$ cat config.mk
export PLATFORM = sky130hd
export DESIGN_NAME = wheel_speed_pi_with_ramp_core
export DESIGN_NICKNAME = d
export VERILOG_FILES = /design/src/design/wspr_pkg.sv /design/src/design/wspr_ser_mul.sv /design/src/design/wheel_speed_pi_with_ramp_core.sv
export SDC_FILE = /design/constraint.sdc
export NUM_CORES = 1
export LEC_CHECK = 0
export CORE_MARGIN = 3
export CORE_UTILIZATION = 30
export CTS_CLUSTER_DIAMETER = 150
export DETAILED_ROUTE_END_ITERATION = 8
export DONT_BUFFER_PORTS = 1
export PLACE_DENSITY = 0.42
export SYNTH_ARGS = -nofsm -noshare
export SYNTH_HDL_FRONTEND = slang
export SYNTH_SLANG_ARGS = --single-unit
$ cat constraint.sdc
create_clock -name clk -period 12.88 [get_ports clk]
set_clock_uncertainty 0.2 [all_clocks]
set_input_delay 0 -clock clk [delete_from_list [all_inputs] [get_ports clk]]
set_output_delay 0 -clock clk [all_outputs]
set_load 0.05 [all_outputs]
$ cat src/design/wspr_pkg.sv
// Shared types and constants for the two-wheel PI speed regulator.
// Used by wspr_ser_mul and wheel_speed_pi_with_ramp_core; no dependencies.
`timescale 1ns / 1ps
`default_nettype none

package wspr_pkg;

	// register indexes on the configuration port (byte address / 4)
	localparam logic [2:0] REG_KP        = 3'd0;
	localparam logic [2:0] REG_KI        = 3'd1;
	localparam logic [2:0] REG_INTEG_MAX = 3'd2;
	localparam logic [2:0] REG_INTEG_MIN = 3'd3;
	localparam logic [2:0] REG_OUT_MAX   = 3'd4;
	localparam logic [2:0] REG_OUT_MIN   = 3'd5;
	localparam logic [2:0] REG_RAMP_STEP = 3'd6;

	// register reset values
	localparam logic        [11:0] KP_RST        = 12'd256;
	localparam logic        [11:0] KI_RST        = 12'd26;
	localparam logic        [9:0]  INTEG_MAX_RST = 10'd400;
	localparam logic signed [10:0] INTEG_MIN_RST = -11'sd400;
	localparam logic        [8:0]  OUT_MAX_RST   = 9'd400;
	localparam logic signed [9:0]  OUT_MIN_RST   = -10'sd400;
	localparam logic        [5:0]  RAMP_STEP_RST = 6'd5;

	// setpoint saturation
	localparam logic signed [11:0] SP_SAT_HI = 12'sd1023;
	localparam logic signed [11:0] SP_SAT_LO = -12'sd1024;

	// speed to duty mapping
	localparam logic [9:0] DEAD_BAND = 10'd10;
	localparam logic [9:0] SPEED_SAT = 10'd400;
	localparam logic [9:0] DUTY_BASE = 10'd450;
	localparam logic [8:0] DUTY_STOP = 9'd500;
	localparam logic [8:0] DUTY_SAT  = 9'(DUTY_BASE - SPEED_SAT);

	// bit-serial multiplier: unsigned magnitude times gain
	localparam int MUL_A_W   = 15;
	localparam int MUL_B_W   = 12;
	localparam int MUL_P_W   = MUL_A_W + MUL_B_W;
	localparam int MUL_CNT_W = $clog2(MUL_B_W);

	// magnitude of the proportional term, taken from the first product
	localparam int UP_LSB = 8;
	localparam int UP_W   = 15;

	typedef struct packed {
		logic busy;
		logic done;
	} mul_stat_t;

endpackage

`default_nettype wire

$ cat src/design/wspr_ser_mul.sv
// Shift-add unsigned multiplier, one multiplier bit per cycle.
// Depends on wspr_pkg for operand widths and the status struct.
`timescale 1ns / 1ps
`default_nettype none

module wspr_ser_mul (
	input  wire logic                          clk,
	input  wire logic                          arst_n,
	input  wire logic                          start,
	input  wire logic [wspr_pkg::MUL_A_W-1:0] a,
	input  wire logic [wspr_pkg::MUL_B_W-1:0] b,
	output wspr_pkg::mul_stat_t                stat,
	output logic      [wspr_pkg::MUL_P_W-1:0] prod
);

	logic [wspr_pkg::MUL_A_W-1:0]   a_q;
	logic [wspr_pkg::MUL_P_W-1:0]   p_q;
	logic [wspr_pkg::MUL_CNT_W-1:0] cnt_q;
	logic                           busy_q;
	logic                           done_q;
	logic [wspr_pkg::MUL_A_W:0]     sum;

	assign sum = {1'b0, p_q[wspr_pkg::MUL_P_W-1:wspr_pkg::MUL_B_W]}
		+ (p_q[0] ? {1'b0, a_q} : '0);

	always_ff @(posedge clk or negedge arst_n) begin
		if (!arst_n) begin
			busy_q <= 1'b0;
			done_q <= 1'b0;
			cnt_q  <= '0;
		end else begin
			done_q <= 1'b0;
			if (start && !busy_q) begin
				busy_q <= 1'b1;
				cnt_q  <= '0;
			end else if (busy_q) begin
				cnt_q <= cnt_q + 1'b1;
				if (cnt_q == wspr_pkg::MUL_CNT_W'(wspr_pkg::MUL_B_W - 1)) begin
					busy_q <= 1'b0;
					done_q <= 1'b1;
				end
			end
		end
	end

	always_ff @(posedge clk) begin
		if (start && !busy_q) begin
			a_q <= a;
			p_q <= {{wspr_pkg::MUL_A_W{1'b0}}, b};
		end else if (busy_q) begin
			p_q <= {sum, p_q[wspr_pkg::MUL_B_W-1:1]};
		end
	end

	assign stat.busy = busy_q;
	assign stat.done = done_q;
	assign prod      = p_q;

	a_done_idle: assert property (@(posedge clk) disable iff (!arst_n)
		done_q |-> !busy_q)
		else $error("multiplier done while still busy");

	a_done_after_busy: assert property (@(posedge clk) disable iff (!arst_n)
		done_q |-> $past(busy_q))
		else $error("multiplier done without a run");

	a_cnt_range: assert property (@(posedge clk) disable iff (!arst_n)
		busy_q |-> (cnt_q <= wspr_pkg::MUL_CNT_W'(wspr_pkg::MUL_B_W - 1)))
		else $error("multiplier bit counter out of range");

endmodule

`default_nettype wire

$ cat src/design/wheel_speed_pi_with_ramp_core.sv
// Top level of the two-wheel PI speed regulator with setpoint ramp.
// Depends on wspr_pkg and wspr_ser_mul.
`timescale 1ns / 1ps
`default_nettype none

// One item is taken at a time. A ramp tick passes from the input register through
// the ramp state into the output register. In a control tick the shared bit-serial
// multiplier forms kp * |err| and then ki * |up|, one gain bit per cycle, followed by
// the integral clamp, truncation, output clamp and duty mapping states. The result
// sits in an output register, so the next item is taken while a result waits.
// Setpoints and integrals of both wheels reset to zero at once.

module wheel_speed_pi_with_ramp_core (
	input  wire logic        clk,
	input  wire logic        arst_n,
	// stream in
	input  wire logic        s_tvalid,
	output logic             s_tready,
	input  wire logic [23:0] s_tdata,   // target_speed[9:0], measured_speed[20:10]
	input  wire logic [1:0]  s_tuser,   // req_type[0], wheel_sel[1]
	// stream out
	output logic             m_tvalid,
	input  wire logic        m_tready,
	output logic      [31:0] m_tdata,   // drive_speed[9:0], reverse[10], duty[19:11],
	                                    // ramped_speed[30:20]
	output logic      [1:0]  m_tuser,   // out_wheel[0], drive_valid[1]
	// configuration
	input  wire logic        psel,
	input  wire logic        penable,
	input  wire logic        pwrite,
	input  wire logic [4:0]  paddr,
	input  wire logic [31:0] pwdata,
	output logic      [31:0] prdata,
	output logic             pready
);

	typedef enum logic [8:0] {
		ST_IDLE  = 9'b000000001,
		ST_RAMP  = 9'b000000010,
		ST_ERR   = 9'b000000100,
		ST_MUL1  = 9'b000001000,
		ST_MUL2  = 9'b000010000,
		ST_CLAMP = 9'b000100000,
		ST_TRUNC = 9'b001000000,
		ST_SUM   = 9'b010000000,
		ST_FIN   = 9'b100000000
	} state_t;

	state_t state_q, state_nxt;

	// configuration registers
	logic        [11:0] kp_q, ki_q;
	logic        [9:0]  integ_max_q;
	logic signed [10:0] integ_min_q;
	logic        [8:0]  out_max_q;
	logic signed [9:0]  out_min_q;
	logic        [5:0]  ramp_step_q;
	logic               cfg_we;

	// per-wheel state
	logic signed [10:0] sp_q    [2];
	logic signed [19:0] integ_q [2];

	// latched item
	logic               in_req_q, in_wheel_q;
	logic signed [9:0]  in_tgt_q;
	logic signed [10:0] in_meas_q;
	logic               in_xfer;

	// working registers
	logic               err_neg_q;
	logic signed [15:0] up_s_q;
	logic signed [28:0] acc_q;
	logic signed [19:0] integ_c_q;
	logic signed [11:0] tq_q;
	logic signed [9:0]  v_q;

	// output register
	logic               out_valid_q;
	logic               out_wheel_q, out_dv_q, out_rev_q;
	logic signed [9:0]  out_speed_q;
	logic        [8:0]  out_duty_q;
	logic signed [10:0] out_ramped_q;
	logic               slot_free, out_we;

	// multiplier
	logic                          mul_start;
	logic [wspr_pkg::MUL_A_W-1:0] mul_a;
	logic [wspr_pkg::MUL_B_W-1:0] mul_b;
	wspr_pkg::mul_stat_t           mul_stat;
	logic [wspr_pkg::MUL_P_W-1:0] mul_prod;

	// datapath nets
	logic signed [10:0] sp_cur, tgt_ext, sp_new;
	logic signed [11:0] ramp_sum, err;
	logic        [11:0] err_mag;
	logic [wspr_pkg::UP_W-1:0] up_mag;
	logic signed [28:0] acc_new, integ_hi, integ_lo;
	logic signed [28:0] integ_c;
	logic signed [19:0] tq_sum;
	logic signed [16:0] pi_sum, out_hi, out_lo;
	logic signed [9:0]  v_fix;
	logic        [9:0]  v_mag;
	logic        [8:0]  duty;

	wspr_ser_mul u_mul (
		.clk    (clk),
		.arst_n (arst_n),
		.start  (mul_start),
		.a      (mul_a),
		.b      (mul_b),
		.stat   (mul_stat),
		.prod   (mul_prod)
	);

	// configuration port
	assign pready = 1'b1;
	assign cfg_we = psel && penable && pwrite && pready;

	always_ff @(posedge clk or negedge arst_n) begin
		if (!arst_n) begin
			kp_q        <= wspr_pkg::KP_RST;
			ki_q        <= wspr_pkg::KI_RST;
			integ_max_q <= wspr_pkg::INTEG_MAX_RST;
			integ_min_q <= wspr_pkg::INTEG_MIN_RST;
			out_max_q   <= wspr_pkg::OUT_MAX_RST;
			out_min_q   <= wspr_pkg::OUT_MIN_RST;
			ramp_step_q <= wspr_pkg::RAMP_STEP_RST;
		end else if (cfg_we) begin
			case (paddr[4:2])
				wspr_pkg::REG_KP:        kp_q        <= pwdata[11:0];
				wspr_pkg::REG_KI:        ki_q        <= pwdata[11:0];
				wspr_pkg::REG_INTEG_MAX: integ_max_q <= pwdata[9:0];
				wspr_pkg::REG_INTEG_MIN: integ_min_q <= pwdata[10:0];
				wspr_pkg::REG_OUT_MAX:   out_max_q   <= pwdata[8:0];
				wspr_pkg::REG_OUT_MIN:   out_min_q   <= pwdata[9:0];
				wspr_pkg::REG_RAMP_STEP: ramp_step_q <= pwdata[5:0];
				default: ;
			endcase
		end
	end

	always_comb begin
		case (paddr[4:2])
			wspr_pkg::REG_KP:        prdata = {20'b0, kp_q};
			wspr_pkg::REG_KI:        prdata = {20'b0, ki_q};
			wspr_pkg::REG_INTEG_MAX: prdata = {22'b0, integ_max_q};
			wspr_pkg::REG_INTEG_MIN: prdata = {{21{integ_min_q[10]}}, integ_min_q};
			wspr_pkg::REG_OUT_MAX:   prdata = {23'b0, out_max_q};
			wspr_pkg::REG_OUT_MIN:   prdata = {{22{out_min_q[9]}}, out_min_q};
			wspr_pkg::REG_RAMP_STEP: prdata = {26'b0, ramp_step_q};
			default:                 prdata = 32'b0;
		endcase
	end

	// input transfer
	assign s_tready = (state_q == ST_IDLE);
	assign in_xfer  = s_tvalid && s_tready;

	always_ff @(posedge clk) begin
		if (in_xfer) begin
			in_req_q   <= s_tuser[0];
			in_wheel_q <= s_tuser[1];
			in_tgt_q   <= s_tdata[9:0];
			in_meas_q  <= s_tdata[20:10];
		end
	end

	// ramp step
	assign sp_cur  = sp_q[in_wheel_q];
	assign tgt_ext = {in_tgt_q[9], in_tgt_q};

	always_comb begin
		if (tgt_ext > sp_cur) begin
			ramp_sum = {sp_cur[10], sp_cur} + $signed({6'b0, ramp_step_q});
		end else if (tgt_ext < sp_cur) begin
			ramp_sum = {sp_cur[10], sp_cur} - $signed({6'b0, ramp_step_q});
		end else begin
			ramp_sum = {sp_cur[10], sp_cur};
		end
		if (ramp_sum > wspr_pkg::SP_SAT_HI) begin
			sp_new = wspr_pkg::SP_SAT_HI[10:0];
		end else if (ramp_sum < wspr_pkg::SP_SAT_LO) begin
			sp_new = wspr_pkg::SP_SAT_LO[10:0];
		end else begin
			sp_new = ramp_sum[10:0];
		end
	end

	// error and multiplier operands
	assign err     = {sp_cur[10], sp_cur} - {in_meas_q[10], in_meas_q};
	assign err_mag = err[11] ? 12'(-err) : err;
	assign up_mag  = mul_prod[wspr_pkg::UP_LSB +: wspr_pkg::UP_W];

	always_comb begin
		mul_start = 1'b0;
		mul_a     = wspr_pkg::MUL_A_W'(err_mag);
		mul_b     = kp_q;
		if (state_q == ST_ERR) begin
			mul_start = 1'b1;
		end else if (state_q == ST_MUL1 && mul_stat.done) begin
			mul_start = 1'b1;
			mul_a     = up_mag;
			mul_b     = ki_q;
		end
	end

	// integral update and clamp
	assign acc_new = err_neg_q
		? $signed({{9{integ_q[in_wheel_q][19]}}, integ_q[in_wheel_q]})
			- $signed({2'b0, mul_prod})
		: $signed({{9{integ_q[in_wheel_q][19]}}, integ_q[in_wheel_q]})
			+ $signed({2'b0, mul_prod});
	assign integ_hi = $signed({11'b0, integ_max_q, 8'b0});
	assign integ_lo = $signed({{10{integ_min_q[10]}}, integ_min_q, 8'b0});

	always_comb begin
		if (acc_q > integ_hi) begin
			integ_c = integ_hi;
		end else if (acc_q < integ_lo) begin
			integ_c = integ_lo;
		end else begin
			integ_c = acc_q;
		end
	end

	// truncate toward zero, then output clamp
	assign tq_sum = integ_c_q[19] ? integ_c_q + 20'sd255 : integ_c_q;
	assign pi_sum = {up_s_q[15], up_s_q} + {{5{tq_q[11]}}, tq_q};
	assign out_hi = $signed({8'b0, out_max_q});
	assign out_lo = {{7{out_min_q[9]}}, out_min_q};

	// sign agreement and duty mapping
	always_comb begin
		v_fix = v_q;
		if (!sp_cur[10] && v_q[9]) begin
			v_fix = 10'sd1;
		end else if (sp_cur[10] && !v_q[9] && v_q != 10'sd0) begin
			v_fix = -10'sd1;
		end
		v_mag = v_fix[9] ? 10'(-v_fix) : v_fix;
		if (v_mag < wspr_pkg::DEAD_BAND) begin
			duty = wspr_pkg::DUTY_STOP;
		end else if (v_mag > wspr_pkg::SPEED_SAT) begin
			duty = wspr_pkg::DUTY_SAT;
		end else begin
			duty = 9'(wspr_pkg::DUTY_BASE - v_mag);
		end
	end

	// sequencer
	assign slot_free = !out_valid_q || m_tready;
	assign out_we    = (state_q == ST_RAMP || state_q == ST_FIN) && slot_free;

	always_comb begin
		state_nxt = state_q;
		case (state_q)
			ST_IDLE:  if (in_xfer) state_nxt = s_tuser[0] ? ST_ERR : ST_RAMP;
			ST_RAMP:  if (slot_free) state_nxt = ST_IDLE;
			ST_ERR:   state_nxt = ST_MUL1;
			ST_MUL1:  if (mul_stat.done) state_nxt = ST_MUL2;
			ST_MUL2:  if (mul_stat.done) state_nxt = ST_CLAMP;
			ST_CLAMP: state_nxt = ST_TRUNC;
			ST_TRUNC: state_nxt = ST_SUM;
			ST_SUM:   state_nxt = ST_FIN;
			ST_FIN:   if (slot_free) state_nxt = ST_IDLE;
			default:  state_nxt = ST_IDLE;
		endcase
	end

	always_ff @(posedge clk or negedge arst_n) begin
		if (!arst_n) begin
			state_q    <= ST_IDLE;
			sp_q[0]    <= '0;
			sp_q[1]    <= '0;
			integ_q[0] <= '0;
			integ_q[1] <= '0;
		end else begin
			state_q <= state_nxt;
			if (state_q == ST_RAMP && slot_free) begin
				sp_q[in_wheel_q] <= sp_new;
			end
			if (state_q == ST_CLAMP) begin
				integ_q[in_wheel_q] <= integ_c[19:0];
			end
		end
	end

	always_ff @(posedge clk) begin
		case (state_q)
			ST_ERR: err_neg_q <= err[11];
			ST_MUL1: begin
				if (mul_stat.done) begin
					up_s_q <= err_neg_q ? -$signed({1'b0, up_mag}) : $signed({1'b0, up_mag});
				end
			end
			ST_MUL2:  if (mul_stat.done) acc_q <= acc_new;
			ST_CLAMP: integ_c_q <= integ_c[19:0];
			ST_TRUNC: tq_q <= tq_sum[19:8];
			ST_SUM: begin
				if (pi_sum > out_hi) begin
					v_q <= out_hi[9:0];
				end else if (pi_sum < out_lo) begin
					v_q <= out_lo[9:0];
				end else begin
					v_q <= pi_sum[9:0];
				end
			end
			default: ;
		endcase
	end

	// output register: hold until transfer
	always_ff @(posedge clk or negedge arst_n) begin
		if (!arst_n) begin
			out_valid_q <= 1'b0;
		end else if (out_we) begin
			out_valid_q <= 1'b1;
		end else if (m_tready) begin
			out_valid_q <= 1'b0;
		end
	end

	always_ff @(posedge clk) begin
		if (out_we) begin
			out_wheel_q <= in_wheel_q;
			if (state_q == ST_FIN) begin
				out_dv_q     <= 1'b1;
				out_speed_q  <= v_fix;
				out_rev_q    <= v_fix[9];
				out_duty_q   <= duty;
				out_ramped_q <= sp_cur;
			end else begin
				out_dv_q     <= 1'b0;
				out_speed_q  <= '0;
				out_rev_q    <= 1'b0;
				out_duty_q   <= wspr_pkg::DUTY_STOP;
				out_ramped_q <= sp_new;
			end
		end
	end

	assign m_tvalid = out_valid_q;
	assign m_tdata  = {1'b0, out_ramped_q, out_duty_q, out_rev_q, out_speed_q};
	assign m_tuser  = {out_dv_q, out_wheel_q};

	a_mul_start_idle: assert property (@(posedge clk) disable iff (!arst_n)
		mul_start |-> !mul_stat.busy)
		else $error("multiplier started while busy");

	a_integ_bounds: assert property (@(posedge clk) disable iff (!arst_n)
		(state_q == ST_TRUNC) |-> (integ_c_q <= integ_hi || integ_c_q == integ_lo))
		else $error("integral outside its clamp limits");

	a_ramp_stop: assert property (@(posedge clk) disable iff (!arst_n)
		(m_tvalid && !m_tuser[1]) |-> (m_tdata[19:11] == wspr_pkg::DUTY_STOP))
		else $error("ramp result without stop duty");

endmodule

`default_nettype wire

# Word-level counts from Yosys, hierarchy flattened
# Index checks and enable logic that the tools add are counted.
# totals
mem_count	0
mem_bits_rw	0
reg_bits	333
in_bits	70
mem_bits_ro	0
latch_bits	0
wordCells	178
# classes
n_mux	56
n_reduce_logical	35
shift	0
add_sub_neg	13
bitwise_logic	3
order_cmp	12
n_mul	0
div	0
eq_ne	20
# ops
cell	count
case mux 32 bit (7 select lines)	1
2-to-1 mux 20 bit	6
2-to-1 mux 12 bit	9
2-to-1 mux 11 bit	7
case mux 9 bit (8 select lines)	1
2-to-1 mux 9 bit	6
bitwise mux 40 bit	1
2-to-1 mux 10 bit	4
2-to-1 mux 15 bit	2
adder 20 x 28 -> 29 bit	1
greater-than comparator 29 x 19 -> 1 bit	1
less-than comparator 29 x 19 -> 1 bit	1
2-to-1 mux 29 bit	1
subtractor 20 x 28 -> 29 bit	1
bitwise mux 22 bit	1
adder 20 x 9 -> 20 bit (second input constant)	1
demux 20 bit (select 1 bit)	1
2-to-1 mux 19 bit	1
AND reduction 2 bit	9
adder 16 x 12 -> 17 bit	1
greater-than comparator 17 x 10 -> 1 bit	1
less-than comparator 17 x 10 -> 1 bit	1
adder 15 x 15 -> 16 bit	1
negation 15 -> 16 bit	1
other kinds (44)	79

# Depth between registers and ports, before layout
# Gate-level depths: netlist (run 1).
# depth
depth_word	12
depth_mapped	18
depth_no_buf	17

# Cells and area by module
# Synthesis (run 1) repeated with hierarchy kept, for this count alone.
# hier_totals
hier_cells	2217
hier_area_um2	22007.4
# modules_own_cells
mod	n_inst	cells_each	area_each_um2	seq_area_each_um2
wheel_speed_pi_with_ramp_core	1	1962	19299.8	7845.0
wspr_ser_mul	1	255	2707.6	1261.2

# Worst setup path before layout (run 1)
# OpenSTA, ideal clock, no wires.
# synth_timing
path_kind	reg-to-reg
from	reg in_wheel_q
to	reg acc_q[28], data pin
stages_incl_launch_ff	16
n_path_buf	5
setup_ns	0.259
setup_slack_ns	8.531
arrival_time_ns	3.889
path_cell_list	edfxtp_1 > buf_2 > buf_2 > clkbuf_1 > buf_1 > mux2_2 > ha_1 > clkbuf_1 > o21a_1 > o21a_1 > a2111oi_0 > a211oi_1 > a2111oi_0 > o21bai_1 > a21oi_1 > xnor2_1
# synth_via
elab_chain_cells	6
word_cells_on_any_way	7
cone_classes	add/sub: 2; mux: 4; bitwise: 1
# synth_rtl
element	line	source
start, declared	wheel_speed_pi_with_ramp_core.sv:65	logic in_req_q, in_wheel_q;
start signal, assigned	wheel_speed_pi_with_ramp_core.sv:163	in_wheel_q <= s_tuser[1];
inverter 1 -> 2 bit (implied by the code) *	wheel_speed_pi_with_ramp_core.sv:210, wheel_speed_pi_with_ramp_core.sv:212	
2-to-1 mux 20 bit (implied by the code) * (3 in series)	wheel_speed_pi_with_ramp_core.sv:210, wheel_speed_pi_with_ramp_core.sv:212	
adder 20 x 28 -> 29 bit / subtractor 20 x 28 -> 29 bit (equally long branches)	wheel_speed_pi_with_ramp_core.sv:213, wheel_speed_pi_with_ramp_core.sv:211	
2-to-1 mux 29 bit *	wheel_speed_pi_with_ramp_core.sv:210	? $signed({{9{integ_q[in_wheel_q][19]}}, integ_q[in_wheel_q]})
named net acc_new[28]	wheel_speed_pi_with_ramp_core.sv:98	logic signed [28:0] acc_new, integ_hi, integ_lo;
end signal, assigned	wheel_speed_pi_with_ramp_core.sv:297	ST_MUL2: if (mul_stat.done) acc_q <= acc_new;
end, declared	wheel_speed_pi_with_ramp_core.sv:73	logic signed [28:0] acc_q;
# The timed path passes the listed nets; every way through them passes the cells marked *. The select of a mux whose other input is x is not followed.
# A chain may end at the register's enable or synchronous reset.

# Worst setup path in the final report (run 1)
# layout_timing
from	reg in_wheel_q
to	reg u_mul.a_q[11] in the netlist's numbering, data pin
# layout_via
elab_chain_cells	9
# layout_rtl
element	line	source
inverter 1 -> 2 bit (implied by the code) *	wheel_speed_pi_with_ramp_core.sv:170	assign sp_cur = sp_q[in_wheel_q];
2-to-1 mux 11 bit (implied by the code) * (3 in series)	wheel_speed_pi_with_ramp_core.sv:170	
subtractor 11 x 11 -> 12 bit *	wheel_speed_pi_with_ramp_core.sv:191	assign err = {sp_cur[10], sp_cur} - {in_meas_q[10], in_meas_q};
negation 12 bit	wheel_speed_pi_with_ramp_core.sv:192	assign err_mag = err[11] ? 12'(-err) : err;
2-to-1 mux 12 bit *	wheel_speed_pi_with_ramp_core.sv:192	
2-to-1 mux 12 bit	wheel_speed_pi_with_ramp_core.sv:201	end else if (state_q == ST_MUL1 && mul_stat.done) begin
2-to-1 mux 12 bit *	wheel_speed_pi_with_ramp_core.sv:199	if (state_q == ST_ERR) begin
named net mul_a (one bit)	wheel_speed_pi_with_ramp_core.sv:88	logic [wspr_pkg::MUL_A_W-1:0] mul_a;
end signal, assigned	wspr_ser_mul.sv:48	a_q <= a;
end, declared	wspr_ser_mul.sv:16	logic [wspr_pkg::MUL_A_W-1:0] a_q;
# Marks and branches as above.

==> results of run 1 <==
cells in the final DEF (no fill, tap or decap), types with 21 or more instances in the layout:
cell type	instances
o21a_1	26
nand4_1	21
nand2_1	232
nand3_1	45
mux2i_1	60
nor3_1	37
dfrtp_1	126
edfxtp_1	169
a21o_1	23
dfstp_2	22
xor2_1	29
o21ai_1	43
a31oi_1	43
clkbuf_16	43
o21ai_0	122
nor2b_1	30
ha_1	156
nor2_1	171
and2_1	27
nor4_1	26
mux2_2	74
xnor2_1	98
a21oi_1	107
inv_1	128
o211ai_1	21
dlygate4sd3_1	92
o31ai_1	29
buf_4	29
Yosys cell counts (8+ instances only):
cell and number:
mux2_2 74, a21oi_1 107, and2_1 27, buf_4 25
nand3_1 45, a2111oi_0 8, mux2i_1 60, dfstp_2 22
nand4_1 21, dfrtp_1 126, o21bai_1 14, nand2b_1 18
ha_1 156, o21ai_1 41, and2_0 10, inv_1 129
dfxtp_1 15, a21o_1 23, or3_1 14, xor2_1 29
a211oi_1 16, o21a_1 26, nor2b_1 30, nor4_1 26
nor3_1 41, o211ai_1 21, nor2_1 172, xnor2_1 98
o22ai_1 12, edfxtp_1 169, o31ai_1 31, nand2_1 232
clkbuf_1 74, o21ai_0 124, nor3b_1 8, a31oi_1 43
area by class of cell:
cell class | count | area, um2 | area share
timing repair buffer | 123 | 1190 | 0.0472
clock buffer | 58 | 1180 | 0.0470
sequential | 332 | 9110 | 0.362
multi-input combinational | 1675 | 11700 | 0.464
clock inverter | 21 | 288 | 0.0115
inverter | 135 | 517 | 0.0206
tap | 950 | 1190 | 0.0473
power groups by stage:
| stage | clock, uW | sequential (uW) | combinational [uW] |
|---|---|---|---|
| floorplan | 0 | 1550 | 1740 |
| global placement | 0 | 1690 | 2240 |
| detailed placement | 0 | 1690 | 2260 |
| CTS | 1310 | 1670 | 2330 |
| global route | 1350 | 1690 | 2580 |
| finish | 1270 | 1670 | 2310 |
worst max path at each step:
stage	startpoint	endpoint	slack, ps	cells after the start
floorplan	in_wheel_q	acc_q[28]	8530	15
global placement	in_wheel_q	u_mul.a_q[11]	7450	13
detailed placement	in_wheel_q	u_mul.a_q[11]	7420	13
CTS	in_wheel_q	u_mul.a_q[11]	7360	13
global route	in_wheel_q	u_mul.a_q[11]	7000	13
finish	in_wheel_q	u_mul.a_q[11]	7420	13
logic make-up after synthesis:
kind of cell,after synthesis,synth area share
and+or+nand+nor,696,0.153
AOI/OAI and AO/OA,542,0.159
DFF,332,0.418
buffers and inverters,251,0.0499
adders and majority gates,169,0.0983
muxes,139,0.0705
xor gates and xnor gates,127,0.0511
other,2,0.000345
through the flow:
stage	area (um2)	utilization
2_1_floorplan	21800	-
3_3_place_gp	22700	0.316
3_5_place_dp	22700	0.316
4_1_cts	25100	0.350
5_1_grt	25100	0.350
6_report	25100	0.350
state kept, by name, summed over array words and instances, names as in the netlist, 12 cells and up:
signal / cells
sp_q: 22
kp_q: 12
tq_q: 12
integ_q: 40
ki_q: 12
integ_c_q: 20
acc_q: 29
u_mul.a_q: 15
u_mul.prod: 27
up_s_q: 16
metal layers:
metal,share of wire,GRT usage
met2,0.49,0.313
met1,0.45,0.235
met3,0.035,0.0225
met5,0,0
met4,0.027,0.0539
what timing repair did:
| action | in CTS | in global routing |
|---|---|---|
| hold buffers | 94 | 0 |
| gates resized for setup | 0 | 0 |
| hold endpoints to repair | 247 | 0 |
worst max-delay path: stages (launching register included):
cell	delay [ps]
edfxtp_1	660
buf_4	620
mux2i_1	640
ha_1	280
inv_1	50
fa_1	430
a211oi_1	250
o21bai_1	130
a2111oi_0	590
nor2_1	130
xnor2_1	370
nand3_1	110
or4b_1	600
o21ai_1	220
==> metrics, run 1 <==
Post-synth EDFFs=169; Worst-Skew Late Latency=approximately 580 ps; syn_area_per_cell=roughly 9.6 um2; area grow syn2layout=15.4%; Hold Path End=prdata[10]; worst hold path type=input pin to output pin; first-pass GRT wire length=105000 um; Syn Nets=2490; clock buffer count from CTS=43; Setup crit start kind=flop; starting density of the core=0.304; LEAKAGE=0.0101 uW; register share of total power=0.318; Pwr Total=5240 uW; Max-slew headroom=0.0772; # diodes=0; Final Hold Fails=0; RR Startpoint=in_wheel_q; predominant post-synthesis flop cell=edfxtp_1; Final TNS setup=0 ps; reg2reg end=u_mul.a_q[11]; Total Wirelength=~69000 um; clock power share=0.242; fillers=7367; drc violations=0; largest area contributor in the netlist=edfxtp_1; PwrDens=209 nW/um2; synthesized instance count=2258; Worst-path clk slew=50 ps; MaxCap Viol Count=0; root buffer cell=clkbuf_16; setup repair bufs after CTS=0; register-to-register path setup slack=7420 ps; synth top area cells=edfxtp_1, dfrtp_1, ha_1, nand2_1, xnor2_1; DRT antenna net count=0; Die W=275 um; Psw=2150 uW; P_int=3100 uW; NumNets Final=between 2000 and 3000; fin crit share=0.424; gr ovfl total=0; cells on worst reg2reg path=13; Place WS=~7400 ps; io pins=between 100 and 150; die area=75900 um2; Fin Hold WS=68.8 ps; Site Rows=98; setup violators final=0; Worst EP arrival=5660 ps; Synth Warn #=0; CTS tree=yes; Core Area=71700 um2; Chip Height=275 um; CP Data Required Time=roughly 13000 ps; fin worst setup slack=7420 ps; critical path type=flop to flop; slew of the pin with the lowest slew margin=1380 ps; status=finished, final reports clean; Max Fclk=183 MHz; RSZ-0062 raised after global routing=no; Synth Register Bits=around 330; largest net degree at the start of global routing=119; Via-to-Cell Ratio=5.14; clock tree buffer depth=3; post-route insts no fill=3294; FFs w/ async S/R, synth=0.446; Final Wtd Congestion=0.860; Comb pwr share=0.440; WL/cell=between 20 and 25 um; WHS Path Cells=1; hold wc startpoint=paddr[3]; 1st-iter DRT viols=roughly 1100; H-tree Lvls=2; Post-Place Cells=3121; Total GRT Usage=0.181; post-synth cell types=between 100 and 150; fraction of layout cells with a size suffix above 1=0.102; Yosys top cell area share=0.233; DP HPWL=roughly 51000 um; Num Clock Sinks=332; VDD IR-drop max=0.107 mV; vias=16900; IO Port Bufs=0; Tmin final=5460 ps; 1st-pass router iterations=5; Mapped Area=approximately 22000 um2; CP Capture Type=flop; initial antenna violation count=0; sequential fraction of the synthesis area=0.418; Slew Viols, Final=0; vias in the first global route=17000; CP Max Fanout=37; sw frac=0.409
(Power assumes the default switching activity.)
==> inputs of run 2 (changes only) <==
Settings changed: PLACE_DENSITY 0.42 to 0.43.
Clock period 12.88 ns to 4.9 ns, I/O delays scaled along.
==> run 2 against run 1 <==
  * Non-clock buffer count is 30 higher
  * Sequential cell count unchanged
  * Register-to-register slack got worse by 7200 ps
  * Global-route usage grew 0.050 points
  * First-iteration DRC count is 16% higher
  * Critical endpoint is now acc_q[20]
  * Clock power is 140% higher
  * Critical path type unchanged
  * Largest power group unchanged
  * Final area rose by 0.43%
  * Power grew to 2.6 times the previous value
==> metrics, run 2 (same netlist as run 1, synthesis figures left out) <==
status=finished, final reports clean (unchanged); vias in the first global route=17000 (about the same); clock buffer count from CTS=42 (was 43); Max-slew headroom=0.110 (was 0.0772); Max Fclk=215 MHz (was 183 MHz); # diodes=0 (unchanged); starting density of the core=0.304 (unchanged); Post-Place Cells=3165 (was 3121); setup repair bufs after CTS=0 (unchanged); Total Wirelength=69200 um (was 68500 um); RR Startpoint=u_mul.prod[3] (was in_wheel_q); Place WS=342 ps (was 7420 ps); gr ovfl total=0 (unchanged); setup violators final=0 (unchanged); hold wc startpoint=paddr[4] (was paddr[3]); root buffer cell=clkbuf_16 (unchanged); slew of the pin with the lowest slew margin=1330 ps (was 1380 ps); Final Wtd Congestion=0.844 (was 0.860); fin crit share=0.949 (was 0.424); 1st-pass router iterations=7 (was 5); Core Area=71700 um2 (unchanged); commonest non-fill, non-tap cell in the layout=nand2_1 (unchanged); register-to-register path setup slack=250 ps (was 7420 ps); WHS Path Cells=2 (was 1); Setup crit start kind=flop (unchanged); Via-to-Cell Ratio=5.17 (was 5.14); area grow syn2layout=15.9% (was 15.4%); Comb pwr share=0.468 (was 0.440); DRT antenna net count=0 (unchanged); fin worst setup slack=251 ps (was 7420 ps); vias=17200 (was 16900); VDD IR-drop max=0.278 mV (was 0.107 mV); critical path type=flop to flop (unchanged); commonest non-fill, non-tap cells in the layout=nand2_1, nor2_1, edfxtp_1 (unchanged); sw frac=0.418 (was 0.409); 1st-iter DRT viols=1230 (was 1064); max reg flops=40 (unchanged); Site Rows=98 (unchanged); Worst-Skew Late Latency=580 ps (about the same); H-tree Lvls=2 (unchanged); CP Capture Type=flop (unchanged); worst hold path type=input pin to flop (was input pin to output pin); MaxCap Viol Count=0 (unchanged); Tmin final=4650 ps (was 5460 ps); largest net degree at the start of global routing=100 (was 119); NumNets Final=2571 (was 2542); clock tree buffer depth=3 (unchanged); Total GRT Usage=0.181 (about the same); Psw=5760 uW (was 2150 uW); WL/cell=20.8 um (about the same); DP HPWL=52100 um (was 50800 um); drc violations=0 (unchanged); Chip Height=275 um (unchanged); Most flops, register=integ_q (unchanged); most used routing layer in global routing=met2 (unchanged); PwrDens=546 nW/um2 (was 209 nW/um2); die area=75900 um2 (unchanged); initial antenna violation count=2 (was 0); Hold Path End=kp_q[1] (was prdata[10]); Worst EP arrival=4760 ps (was 5660 ps); GR Util met1=0.235 (about the same); register share of total power=0.308 (was 0.318); Slew Viols, Final=0 (unchanged); cells on worst reg2reg path=17 (was 13); Fin Hold WS=37.7 ps (was 68.8 ps); P_int=8030 uW (was 3100 uW); clock power share=0.223 (was 0.242); reg2reg end=acc_q[20] (was u_mul.a_q[11]); Worst-path clk slew=60 ps (was 50 ps); first-pass GRT wire length=105000 um (about the same); LEAKAGE=0.0102 uW (was 0.0101 uW); post-route insts no fill=3323 (was 3294); GRT met3 Usage=0.0268 (was 0.0225); Die W=275 um (unchanged); global-route met2 utilization=0.301 (was 0.313); IO Port Bufs=0 (unchanged); CP Data Required Time=5020 ps (was 13080 ps); CTS tree=yes (unchanged); Final Hold Fails=0 (unchanged); CP Max Fanout=5 (was 37); Num Clock Sinks=332 (unchanged); fraction of layout cells with a size suffix above 1=0.120 (was 0.102); io pins=139 (unchanged)
run 2: changes by cell type in the layout (fill, tap and decap cells not counted), moves of 3 or more:
cell,delta
dlygate4sd3_1,-14
buf_4,+43
clkinv_2,+6
clkinv_1,-4
bufinv_16,-5
clkbuf_1,+3
run 2: power groups by stage:
stage / Clock, uW / Combinational [uW] / Sequential, uW
after floorplan: 0 / 4580 / 4070
after global placement: 0 / 6270 / 4300
after detailed placement: 0 / 6310 / 4310
after CTS: 3170 / 6490 / 4260
after global routing: 3270 / 7210 / 4310
final: 3080 / 6460 / 4250
run 2: routing by layer:
metal | vias up | part of all wire | wire length, um
met5 | - | 0 | 0
met4 | 0 | 0.044 | 3030
met3 | 116 | 0.042 | 2910
met2 | 350 | 0.47 | 32400
met1 | 8382 | 0.45 | 30900
li1 | 8321 | - | -
run 2: how the worst max path moves through the flow:
| stage | from | end | slack, ps | cells past startpoint |
|---|---|---|---|---|
| finish | u_mul.prod[3] | acc_q[20] | 250 | 17 |
| global route | u_mul.prod[3] | acc_q[20] | -20 | 17 |
| CTS | u_mul.prod[8] | acc_q[27] | 310 | 15 |
| detailed placement | u_mul.prod[8] | acc_q[27] | 340 | 15 |
| global placement | u_mul.prod[9] | acc_q[27] | 400 | 15 |
| floorplan | in_wheel_q | acc_q[28] | 550 | 15 |
run 2: layout make-up:
class,count,area (um2)
Multi-Input combinational cell,1675,11700
Fill cell,7315,46500
Clock inverter,17,176
Timing Repair Buffer,153,1400
Clock buffer,61,1180
Sequential cell,332,9110
Tap cell,950,1190
Inverter,135,517
run 2: critical path, cell delays in order (launching register included):
cell and delay, ps:
edfxtp_1 420, nor2_1 160, nand4b_1 150, or3_1 430, nor3_1 220, a21oi_1 120, xnor2_1 250, ha_1 330
a21oi_1 210, o2111ai_1 200, a2111oi_1 470, buf_4 200, a211oi_1 80, buf_4 180, a211oi_1 290, o21bai_1 170
a21oi_1 200, xnor2_1 90
run 2: stage by stage:
stage | total power (uW) | util | TNS [ps] | instance area [um2]
floorplan | 8650 | - | 0 | 21800
detailed placement | 10600 | 0.321 | 0 | 23000
finish | 13800 | 0.352 | 0 | 25200
global placement | 10600 | 0.321 | 0 | 23000
CTS | 13900 | 0.352 | 0 | 25200
global route | 14800 | 0.352 | -15.8 | 25200
run 2: repair_timing:
item                                    4_1_cts  5_1_grt
hold buffers                                 80        0
endpoints found under the setup margin        0        4
gates resized for setup                       0        4
endpoints found under the hold margin       262        0
